**config.mk**
```make
export PLATFORM = sky130hd
export DESIGN_NAME = hcj_queue
export DESIGN_NICKNAME = d
export VERILOG_FILES = /design/src/hw/rtl/hcj_pkg.sv /design/src/hw/rtl/hcj_queue.sv
export SDC_FILE = /design/constraint.sdc
export NUM_CORES = 1
export LEC_CHECK = 0
export ABC_CLOCK_PERIOD_IN_PS = 3290
export BUFFER_PORTS_ARGS = -buffer_cell sky130_fd_sc_hd__buf_4
export CAP_MARGIN = 0
export CORE_UTILIZATION = 57
export CTS_CLUSTER_DIAMETER = 40
export DETAILED_ROUTE_END_ITERATION = 12
export PLACE_DENSITY = 0.84
export SKIP_CTS_REPAIR_TIMING = 1
export SLEW_MARGIN = 10
export SYNTH_ARGS = -nofsm -noshare
export SYNTH_HDL_FRONTEND = slang
export SYNTH_SLANG_ARGS = --single-unit
```
**constraint.sdc**
```tcl
create_clock -name clk -period 3.29 [get_ports clk]
set_input_delay 0.8225 -clock clk [delete_from_list [all_inputs] [get_ports clk]]
set_output_delay 0.8225 -clock clk [all_outputs]
set_load 0.01 [all_outputs]
```
**src/hw/rtl/hcj_pkg.sv**
```systemverilog
// Shared types, constants and helpers for the HSV color jitter unit.
// No dependencies; every other file of the block imports this package.
`timescale 1ns / 1ps

package hcj_pkg;

    localparam int COMP_W   = 16;
    localparam int GAIN_W   = 16;
    localparam int HUE_W    = 15;
    localparam int SCALED_W = 20;
    localparam int PROD_W   = 27;
    localparam int CFG_IDX_W = 2;

    localparam logic [COMP_W-1:0] ONE_VAL = COMP_W'(1 << (COMP_W - 1));

    localparam logic [CFG_IDX_W-1:0] CFG_HUE_SHIFT       = 2'd0;
    localparam logic [CFG_IDX_W-1:0] CFG_SATURATION_GAIN = 2'd1;
    localparam logic [CFG_IDX_W-1:0] CFG_EXPOSURE_GAIN   = 2'd2;

    // Reciprocal of six, exact for dividends below 2^19.
    localparam logic [17:0] RECIP_SIX = 18'd174763;

    typedef enum logic [2:0] {
        SEC_RED_TO_YELLOW   = 3'd0,
        SEC_YELLOW_TO_GREEN = 3'd1,
        SEC_GREEN_TO_CYAN   = 3'd2,
        SEC_CYAN_TO_BLUE    = 3'd3,
        SEC_BLUE_TO_MAGENTA = 3'd4,
        SEC_MAGENTA_TO_RED  = 3'd5
    } hcj_sector_t;

    typedef struct packed {
        logic [COMP_W-1:0] mx;
        logic [COMP_W-1:0] delta;
        logic [COMP_W-1:0] num_abs;
        logic              num_neg;
        logic [2:0]        base;
        logic              hue_zero;
        logic              last;
    } hcj_cls_t;

    function automatic logic [COMP_W-1:0] clamp_unit(input logic signed [PROD_W-1:0] x);
        logic [COMP_W-1:0] res;
        if (x < 0)
        begin
            res = '0;
        end
        else if (x > $signed(PROD_W'(ONE_VAL)))
        begin
            res = ONE_VAL;
        end
        else
        begin
            res = x[COMP_W-1:0];
        end
        return res;
    endfunction

endpackage

```
**src/hw/rtl/hcj_queue.sv**
```systemverilog
// Small FIFO that decouples the front end from the back end.
// Depends on hcj_pkg for the item type.
`timescale 1ns / 1ps

module hcj_queue
    import hcj_pkg::*;
#(
    parameter int DEPTH = 4
)
(
    input  logic     clk,
    input  logic     rst_n,
    input  logic     push_valid,
    output logic     push_ready,
    input  hcj_cls_t push_data,
    output logic     pop_valid,
    input  logic     pop_ready,
    output hcj_cls_t pop_data
);

    localparam int AW = (DEPTH > 1) ? $clog2(DEPTH) : 1;
    localparam int CW = $clog2(DEPTH + 1);

    hcj_cls_t        mem_reg [DEPTH];
    logic [AW-1:0]   wptr_reg;
    logic [AW-1:0]   rptr_reg;
    logic [CW-1:0]   count_reg;
    logic            do_push;
    logic            do_pop;

    assign push_ready = (count_reg != CW'(DEPTH));
    assign pop_valid  = (count_reg != '0);
    assign pop_data   = mem_reg[rptr_reg];
    assign do_push    = push_valid && push_ready;
    assign do_pop     = pop_valid && pop_ready;

    always_ff @(posedge clk or negedge rst_n)
    begin
        if (!rst_n)
        begin
            wptr_reg  <= '0;
            rptr_reg  <= '0;
            count_reg <= '0;
        end
        else
        begin
            if (do_push)
            begin
                wptr_reg <= (wptr_reg == AW'(DEPTH - 1)) ? '0 : wptr_reg + 1'b1;
            end
            if (do_pop)
            begin
                rptr_reg <= (rptr_reg == AW'(DEPTH - 1)) ? '0 : rptr_reg + 1'b1;
            end
            if (do_push && !do_pop)
            begin
                count_reg <= count_reg + 1'b1;
            end
            else if (do_pop && !do_push)
            begin
                count_reg <= count_reg - 1'b1;
            end
        end
    end

    always_ff @(posedge clk)
    begin
        if (do_push)
        begin
            mem_reg[wptr_reg] <= push_data;
        end
    end

endmodule

```
==> results_dict.tcl <==
set metrics [dict create \
    core_um2 14000 \
    fin_worst_skew_ns 0.0111 \
    hold_viol 0 \
    crit_path_max_incr_delay_ns 0.61 \
    end_kind "primary output" \
    period_needed_ns 3.04 \
    overflow 0 \
    first_global_vias 3955 \
    cp_data_required_time_ns 2.47 \
    n_antenna_cell 0 \
    r2r_setup_slack_ns 1.01 \
    h-tree-depth 1 \
    worst-path-max-fanout 34 \
    ys.flop_type "edfxtp_1" \
    fmax_mhz 329 \
    async_reset_ff_share_pct 3.14 \
    largest_reg_flops 216 \
    drv_slew 0 \
    grt_pass1_wl_um 22100 \
    hold_ws_ns 0.118 \
    synth_cell_types 17 \
    tns_ns 0 \
    io_pins 114 \
    rsz0062_at_grt "no" \
    synth_area_leaders "edfxtp_1 (79%), mux4_2 (15%), dfrtp_1 (2.1%), ha_1 (0.91%), buf_6 (0.68%)" \
    drtIter0Drc 184 \
    netlist_area_um2 8230 \
    placedCellCount 609 \
    fin_cells 660 \
    synth_area_per_cell_um2 25.8 \
    die_area_um2 14900 \
    path_cells "buf_12 -> mux4_2 -> buf_4" \
    leakage_nw 3.61 \
    vias 3755 \
    post_drt_wl_per_cell_um 22.2 \
    reg2reg_to "count_reg[2]" \
    insertion_delay_ns 0.51 \
    cts_num_sinks 223 \
    gp_congestion 0.678 \
    routed_wl_um 14700 \
    seq_area_frac_synth_pct 81.0 \
    cellPowerDensity_nw_per_um2 950 \
    r2r_cells 8 \
    clkSlewWorstSetupHoldPaths_ns 0.06 \
    fin_crit_sh_pct 92.4 \
    start_util_pct 58.8 \
    cp-start-kind "flop" \
    cts_tree "built" \
    synth_most_common_cell "edfxtp_1" \
    rr_startpoint "count_reg[1]" \
    ys_ff_latch 223 \
    syn_inst 319 \
    clk_path_buf_depth 3 \
    syn_nets 384 \
    area_growth_pct 25.4 \
    cts_buffers 27 \
    finalSetupViolations 0 \
    dp_hpwl_um 8580 \
    crit_slowest_cell "dfrtp_4" \
    die_h_um 122 \
    synth_top_area_cell "edfxtp_1" \
    drc 0 \
    die_w_um 122 \
    rows 43 \
    drive_above_1_share_pct 49.4 \
    status "finished, final reports clean" \
    hp-class "in -> async" \
    viasPerCell 5.69 \
    io_buffers 113 \
    drt_first_pass_iters 5 \
    ir_worst_vdd_mv 0.588 \
    crit_arrival_ns 2.22 \
    root_buffer "clkbuf_16" \
    ant_nets 0 \
    grt_start_max_net_pins 48 \
    critical_path_class "reg -> out" \
    fin_total_pwr_mw 9.80 \
    cap_violations 0 \
    worstMarginPinSlew_ns 0.535 \
    nets 524 \
    yosys_warnings 0 \
    grt_antenna_before_repair 0 \
    track_usage_pct 20.3 \
    synthTopCellsByCount "edfxtp_1 (216), mux4_2 (54), dfrtp_1 (7), buf_2 (6), ha_1 (6)" \
    synth-edff-count 216 \
    slew_headroom_pct 64.3 \
    yosysTopAreaCellShare_pct 78.9 \
]
[placed cells by master (no fill, tap or decap)]
master     Yosys  routed
a21boi_2       1       1
and2_2         0       4
buf_12         0       6
buf_4          1     116
bufinv_16      0       3
clkbuf_1       0       2
clkbuf_16      0      28
clkbuf_8       0       3
clkinv_2       0       3
clkinv_4       0       7
dfrtp_1        7       5
dfrtp_2        0       1
dfrtp_4        0       1
edfxtp_1     216     216
fa_1           1       1
ha_1           6       6
inv_1          3       3
inv_6          0       5
mux2_2         5       5
mux4_2        54      54
nand2_1        2       2
nor2_1         4       4
or3_1          1       1
xnor2_1        1       1
xor2_1         2       2
[layer usage]
layer / vias to the layer above / share of wire, % / global-route usage [%]
met2: 137 / 53 / 34.6
met3: 30 / 6.4 / 3.65
li1: 1648 / - / -
met1: 1940 / 39 / 26.8
met5: - / 0 / 0
met4: 0 / 1.9 / 6.40
[cell type report]
| type | instances | area (um2) |
|---|---|---|
| Sequential cell | 223 | 6670 |
| Fill cell | 788 | 3670 |
| Multi-Input combinational cell | 81 | 1460 |
| Timing Repair Buffer | 123 | 1020 |
| Clock buffer | 32 | 724 |
| Tap cell | 180 | 225 |
| Clock inverter | 18 | 210 |
| Inverter | 3 | 11.3 |
[per-stage QoR]
step	util (%)	cell area [um2]	setup slack [ns]
3_5_place_dp	66.9	9360	0.605
3_3_place_gp	66.9	9360	0.622
6_report	73.8	10300	0.250
4_1_cts	73.6	10300	0.0189
5_1_grt	73.8	10300	0.134
2_1_floorplan	-	8230	0.476
[report_power, final]
group / total [mW] / switching [mW] / internal, mW
sequential: 3.97 / 0.209 / 3.76
combinational: 2.86 / 1.35 / 1.50
clock: 2.97 / 1.14 / 1.84
total: 9.80 / 2.70 / 7.10
[cells by family (layout without fill, tap and decap cells)]
kind of cell | after synthesis | in the layout | share of synthesized area (%)
and+or+nand+nor | 11 | 11 | 0.654
AOI/OAI and AO/OA | 1 | 1 | 0.137
adders and majority gates | 7 | 7 | 1.16
buffers and inverters | 15 | 176 | 1.28
DFF | 223 | 223 | 81.0
xor gates and xnor gates | 3 | 3 | 0.319
muxes | 59 | 59 | 15.5
[worst max-delay path by stage]
| stage | start | to | slack [ns] | cells past startpoint |
|---|---|---|---|---|
| 2_1_floorplan | push_valid | mem_reg[0][0] | 0.48 | 2 |
| 3_3_place_gp | rptr_reg[0] | pop_data[46] | 0.62 | 3 |
| 3_5_place_dp | rptr_reg[0] | pop_data[46] | 0.60 | 3 |
| 4_1_cts | rptr_reg[0] | pop_data[44] | 0.02 | 3 |
| 5_1_grt | rptr_reg[0] | pop_data[44] | 0.13 | 3 |
| 6_report | rptr_reg[0] | pop_data[44] | 0.25 | 3 |
[critical path, delay by kind of cell (launching register included)]
kind	cells	cell delay, ns
multiplexers	1	0.58
flip-flops	1	0.61
buffers and inverters	2	0.49
Power figures use the tool's default switching activity.
