--- config.mk ---
export PLATFORM = sky130hd
export DESIGN_NAME = hcj_front
export DESIGN_NICKNAME = d
export VERILOG_FILES = /design/src/hw/rtl/hcj_pkg.sv /design/src/hw/rtl/hcj_front.sv
export SDC_FILE = /design/constraint.sdc
export NUM_CORES = 1
export LEC_CHECK = 0
export BUFFER_PORTS_ARGS = -buffer_cell sky130_fd_sc_hd__buf_2
export CAP_MARGIN = 10
export CELL_PAD_IN_SITES_DETAIL_PLACEMENT = 0
export CELL_PAD_IN_SITES_GLOBAL_PLACEMENT = 1
export CORE_MARGIN = 2
export CORE_UTILIZATION = 39
export CTS_CLUSTER_DIAMETER = 30
export DETAILED_ROUTE_END_ITERATION = 10
export PLACE_DENSITY_LB_ADDON = 0.1
export SETUP_SLACK_MARGIN = 0.5
export SYNTH_ARGS = -nofsm -noshare
export SYNTH_HDL_FRONTEND = slang
export SYNTH_SLANG_ARGS = --single-unit
--- constraint.sdc ---
create_clock -name clk -period 2.4 [get_ports clk]
set_clock_uncertainty 0.2 [all_clocks]
set_input_delay 0.48 -clock clk [delete_from_list [all_inputs] [get_ports clk]]
set_output_delay 0.48 -clock clk [all_outputs]
set_load 0.01 [all_outputs]
--- src/hw/rtl/hcj_pkg.sv ---
// Shared types, constants and helpers for the HSV color jitter unit.
// No dependencies; every other file of the block imports this package.
`timescale 1ns / 1ps

package hcj_pkg;

    localparam int COMP_W   = 16;
    localparam int GAIN_W   = 16;
    localparam int HUE_W    = 15;
    localparam int SCALED_W = 20;
    localparam int PROD_W   = 27;
    localparam int CFG_IDX_W = 2;

    localparam logic [COMP_W-1:0] ONE_VAL = COMP_W'(1 << (COMP_W - 1));

    localparam logic [CFG_IDX_W-1:0] CFG_HUE_SHIFT       = 2'd0;
    localparam logic [CFG_IDX_W-1:0] CFG_SATURATION_GAIN = 2'd1;
    localparam logic [CFG_IDX_W-1:0] CFG_EXPOSURE_GAIN   = 2'd2;

    // Reciprocal of six, exact for dividends below 2^19.
    localparam logic [17:0] RECIP_SIX = 18'd174763;

    typedef enum logic [2:0] {
        SEC_RED_TO_YELLOW   = 3'd0,
        SEC_YELLOW_TO_GREEN = 3'd1,
        SEC_GREEN_TO_CYAN   = 3'd2,
        SEC_CYAN_TO_BLUE    = 3'd3,
        SEC_BLUE_TO_MAGENTA = 3'd4,
        SEC_MAGENTA_TO_RED  = 3'd5
    } hcj_sector_t;

    typedef struct packed {
        logic [COMP_W-1:0] mx;
        logic [COMP_W-1:0] delta;
        logic [COMP_W-1:0] num_abs;
        logic              num_neg;
        logic [2:0]        base;
        logic              hue_zero;
        logic              last;
    } hcj_cls_t;

    function automatic logic [COMP_W-1:0] clamp_unit(input logic signed [PROD_W-1:0] x);
        logic [COMP_W-1:0] res;
        if (x < 0)
        begin
            res = '0;
        end
        else if (x > $signed(PROD_W'(ONE_VAL)))
        begin
            res = ONE_VAL;
        end
        else
        begin
            res = x[COMP_W-1:0];
        end
        return res;
    endfunction

endpackage

--- src/hw/rtl/hcj_front.sv ---
// Front end: finds max, min and delta of a pixel and picks the hue sector numerator.
// Depends on hcj_pkg.
`timescale 1ns / 1ps

module hcj_front
    import hcj_pkg::*;
(
    input  logic              clk,
    input  logic              rst_n,
    input  logic              in_valid,
    output logic              in_ready,
    input  logic [COMP_W-1:0] red,
    input  logic [COMP_W-1:0] green,
    input  logic [COMP_W-1:0] blue,
    input  logic              last,
    output logic              cls_valid,
    input  logic              cls_ready,
    output hcj_cls_t          cls
);

    logic               vld_reg;
    hcj_cls_t           cls_reg;
    hcj_cls_t           cls_next;
    logic [COMP_W-1:0]  mx;
    logic [COMP_W-1:0]  mn;
    logic signed [COMP_W:0] num;

    assign in_ready  = !vld_reg || cls_ready;
    assign cls_valid = vld_reg;
    assign cls       = cls_reg;

    always_comb
    begin
        mx = (red > green) ? ((red > blue) ? red : blue) : ((green > blue) ? green : blue);
        mn = (red < green) ? ((red < blue) ? red : blue) : ((green < blue) ? green : blue);
        if (red == mx)
        begin
            num           = $signed({1'b0, green}) - $signed({1'b0, blue});
            cls_next.base = 3'd0;
        end
        else if (green == mx)
        begin
            num           = $signed({1'b0, blue}) - $signed({1'b0, red});
            cls_next.base = 3'd2;
        end
        else
        begin
            num           = $signed({1'b0, red}) - $signed({1'b0, green});
            cls_next.base = 3'd4;
        end
        cls_next.mx       = mx;
        cls_next.delta    = mx - mn;
        cls_next.num_neg  = num[COMP_W];
        cls_next.num_abs  = num[COMP_W] ? COMP_W'(-num) : num[COMP_W-1:0];
        cls_next.hue_zero = (mx == mn);
        cls_next.last     = last;
    end

    always_ff @(posedge clk or negedge rst_n)
    begin
        if (!rst_n)
        begin
            vld_reg <= 1'b0;
        end
        else if (in_ready)
        begin
            vld_reg <= in_valid;
        end
    end

    always_ff @(posedge clk)
    begin
        if (in_ready && in_valid)
        begin
            cls_reg <= cls_next;
        end
    end

endmodule

==> reports/metrics.json <==
{
  "p_sw_mw": 3.07,
  "worst-path-max-fanout": 7,
  "hpwl_mm": 22.7,
  "drt-wirelength-per-cell_um": 20.4,
  "antenna_found_initial": 0,
  "seq_power_share_pct": 17.9,
  "sequential_cell_area_fraction_in_the_yosys_report_pct": 25.0,
  "category_of_the_worst_setup_path_launch_point": "input pin",
  "tritoncts": "yes",
  "clock_insertion_delay_worst_skew_ns": 0.31,
  "path_buf_inv": 3,
  "final.fill_count": 1126,
  "cap_violations": 0,
  "crit_path_frequent_cell": "sky130_fd_sc_hd__a21o_1",
  "globalplace.congestion": 0.953,
  "hold_viol_final": 0,
  "detailedPlace.worstSlack_ns": -2.70,
  "finalWorstSetupSlack_ns": -2.36,
  "synth-edff-count": 53,
  "cts-buffers-inserted": 5,
  "drc": 0,
  "combined_area_of_all_synthesized_cells_um2": 6460,
  "min_period_ns": 4.76,
  "grt_pass1_wl_mm": 44.7,
  "max_freq_mhz": 210,
  "cp_data_arrival_time_ns": 4.63,
  "crit_path_end_kind": "register",
  "postSynth.topFlopCell": "sky130_fd_sc_hd__edfxtp_1",
  "powerDensity_nw_per_um2": 616,
  "rows": 47,
  "cts.root.buffer_cell": "sky130_fd_sc_hd__clkbuf_16",
  "ctsHtreeMaxLevel": 2,
  "numPortBuffers": 107,
  "netSwitchingFraction_pct": 39.2,
  "period_share_pct": 198,
  "dp.cells": 1385,
  "relative_contribution_of_combinational_cells_to_total_power_pct": 70.8,
  "nets": 1390,
  "die_y_um": 133,
  "vdd_ir_drop_max_mv": 0.396,
  "final_cell_mix": "sky130_fd_sc_hd__buf_4, sky130_fd_sc_hd__buf_2, sky130_fd_sc_hd__buf_6",
  "hold_path_class": "input pin to register",
  "yosys.cell_types.count": 72,
  "setup_violations": 52,
  "multi_input_comb_area_um2": 6140,
  "violated_checks": "setup timing",
  "clock_power_share_pct": 11.3,
  "layout.cells.non_filler": 1490,
  "gr-usage-all-layers_pct": 32.7,
  "relSlewSlack_pct": 60.5,
  "timing_worst_slew_pin_value_ns": 0.587,
  "final_common_cell": "sky130_fd_sc_hd__buf_4",
  "dieArea_um2": 17600,
  "asyncSetResetFlopFracSynth_pct": 1.85,
  "routed_via_density": 5.49,
  "remaining_global_route_overflow": 0,
  "syn_to_final_growth_pct": 96.4,
  "vias_in_the_first_global_route": 8420,
  "power.static_leakage_nw": 5.58,
  "route.antenna.remaining_nets": 0,
  "coreArea_um2": 16400,
  "synthDominantCellAreaShare_pct": 24.6,
  "synth_largest_area_cell": "sky130_fd_sc_hd__edfxtp_1",
  "ctsLongestPathBuffers": 2,
  "clock_pin_transition_on_the_worst_setup_and_hold_timing_paths_ns": 0.08,
  "area_contributors_post_synth": "sky130_fd_sc_hd__edfxtp_1, sky130_fd_sc_hd__ha_1, sky130_fd_sc_hd__xnor2_1",
  "cts.sinks": 54,
  "layout.area.seq_um2": 1620,
  "grt_setup_unrepaired": "yes",
  "synth_area_per_cell_um2": 8.54,
  "grt_start_max_net_pins": 32,
  "wirelength_mm": 30.4,
  "die_w_um": 133,
  "top_level_ports": 109,
  "detail_route.iter0.violations": 631,
  "biggest_cell_delay_along_the_critical_path_ns": 0.40,
  "largest_register_ffs": 53,
  "path_delay_family": "compound AO/OA/AOI/OAI gates",
  "worst_path_max_delay_cell": "sky130_fd_sc_hd__or3_4",
  "postSynthCellCount": 756,
  "synth-warning-count": 0,
  "via_count": 8184,
  "final_layout_size_suffix_gt1_share_pct": 58.9,
  "criticalPathCategory": "input pin to register",
  "postSynthRegisterBits": 54,
  "run_status": "complete, but fails checks",
  "internal-power_mw": 4.75,
  "antenna_cells": 0,
  "syn_nets": 877,
  "drt_pass1_iterations": 5,
  "worst_ep_required_time_ns": 2.27,
  "final-max-slew-violation-count": 0,
  "initial_core_utilization_pct": 39.4
}
per-stage QoR:
stage | utilization (%) | power [mW] | hold WS, ns | TNS (ns) | area, µm²
floorplan | - | 3.58 | -0.0156 | -54.25 | 7300
finish | 77.3 | 7.82 | 0.146 | -72.23 | 12700
detailed placement | 63.4 | 5.46 | 0.0578 | -83.40 | 10400
CTS | 73.3 | 7.13 | 0.146 | -63.38 | 12000
global route | 77.3 | 8.19 | 0.145 | -76.43 | 12700
global placement | 63.4 | 5.35 | 0.0553 | -80.17 | 10400
final cells by class:
cell class | instances | share of cell area [%]
well taps | 220 | 2.17
flip-flops and latches | 54 | 12.7
inverters | 67 | 2.61
multi-input cells | 619 | 48.4
repair buffers | 522 | 32.7
clock inverters | 3 | 0.385
clock buffers | 5 | 0.986
synthesized netlist by cell type, types with 6 or more instances:
cell	instances
sky130_fd_sc_hd__inv_1	67
sky130_fd_sc_hd__ha_1	64
sky130_fd_sc_hd__xnor2_1	59
sky130_fd_sc_hd__o21ai_0	58
sky130_fd_sc_hd__edfxtp_1	53
sky130_fd_sc_hd__xor2_1	47
sky130_fd_sc_hd__a21oi_1	45
sky130_fd_sc_hd__nand2_1	41
sky130_fd_sc_hd__nor2_1	39
sky130_fd_sc_hd__a21o_1	24
sky130_fd_sc_hd__a31oi_1	24
sky130_fd_sc_hd__o22a_1	18
sky130_fd_sc_hd__o21a_1	16
sky130_fd_sc_hd__o22ai_1	15
sky130_fd_sc_hd__nand3_1	14
sky130_fd_sc_hd__nand2b_1	13
sky130_fd_sc_hd__nand4_1	13
sky130_fd_sc_hd__clkbuf_1	12
sky130_fd_sc_hd__nor2b_1	11
sky130_fd_sc_hd__nor3_1	11
sky130_fd_sc_hd__nor4_1	11
sky130_fd_sc_hd__a21boi_0	6
sky130_fd_sc_hd__o21bai_1	6
sky130_fd_sc_hd__o31ai_1	6
final timing paths:
| kind | endpoint | cells past startpoint | slack, ns | start |
|---|---|---|---|---|
| hold reg to reg | cls_valid$_DFFE_PN0N_ | 2 | 0.36 | cls_valid$_DFFE_PN0N_ |
| max in group asynchronous | cls_valid$_DFFE_PN0N_ | 2 | 1.65 | rst_n |
| setup / recovery | cls[36]$_DFFE_PP_ | 25 | -2.36 | green[13] |
| min in group asynchronous | cls_valid$_DFFE_PN0N_ | 2 | 0.27 | rst_n |
| hold / removal | cls[0]$_DFFE_PP_ | 1 | 0.15 | last |
| setup reg to reg | cls[29]$_DFFE_PP_ | 3 | 0.75 | cls_valid$_DFFE_PN0N_ |
cells by family after synthesis:
logic type	Yosys count	share of synthesized area, %
other cells	1	0.0581
fa+ha+maj	68	13.6
xor+xnor	106	14.4
mux	5	0.794
simple gates	182	14.8
buf+inv	83	4.92
flops	54	25.0
compound gates	257	26.4
worst reg2reg max path, cell delays in order (launching register included):
cell,delay [ns]
sky130_fd_sc_hd__dfrtp_1,0.39
sky130_fd_sc_hd__nand2b_1,0.11
sky130_fd_sc_hd__and2_4,0.38
sky130_fd_sc_hd__buf_12,0.25
routing by layer:
layer  vias up  track usage (%)  part of all wire, %
li1       3851                -                    -
met1      3961             40.6                   42
met2       297             57.0                   50
met3        75             3.75                  4.4
met4         0             14.9                  4.3
met5         -                0                    0
power groups by stage:
| stage | clock network, mW | registers (mW) | logic, mW |
|---|---|---|---|
| after floorplan | 0 | 1.53 | 2.05 |
| after global placement | 0 | 1.41 | 3.94 |
| after detailed placement | 0 | 1.42 | 4.04 |
| after CTS | 0.889 | 1.40 | 4.85 |
| after global routing | 0.923 | 1.42 | 5.85 |
| final | 0.880 | 1.40 | 5.54 |
timing repair:
item / CTS / global route
endpoints found under the setup margin: 52 / 52
pin swaps: 58 / 60
resized for setup: 204 / 95
hold endpoints to repair: 1 / 0
hold buffers: 1 / 0
setup buffers: 73 / 23
Power figures use the tool's default switching activity.
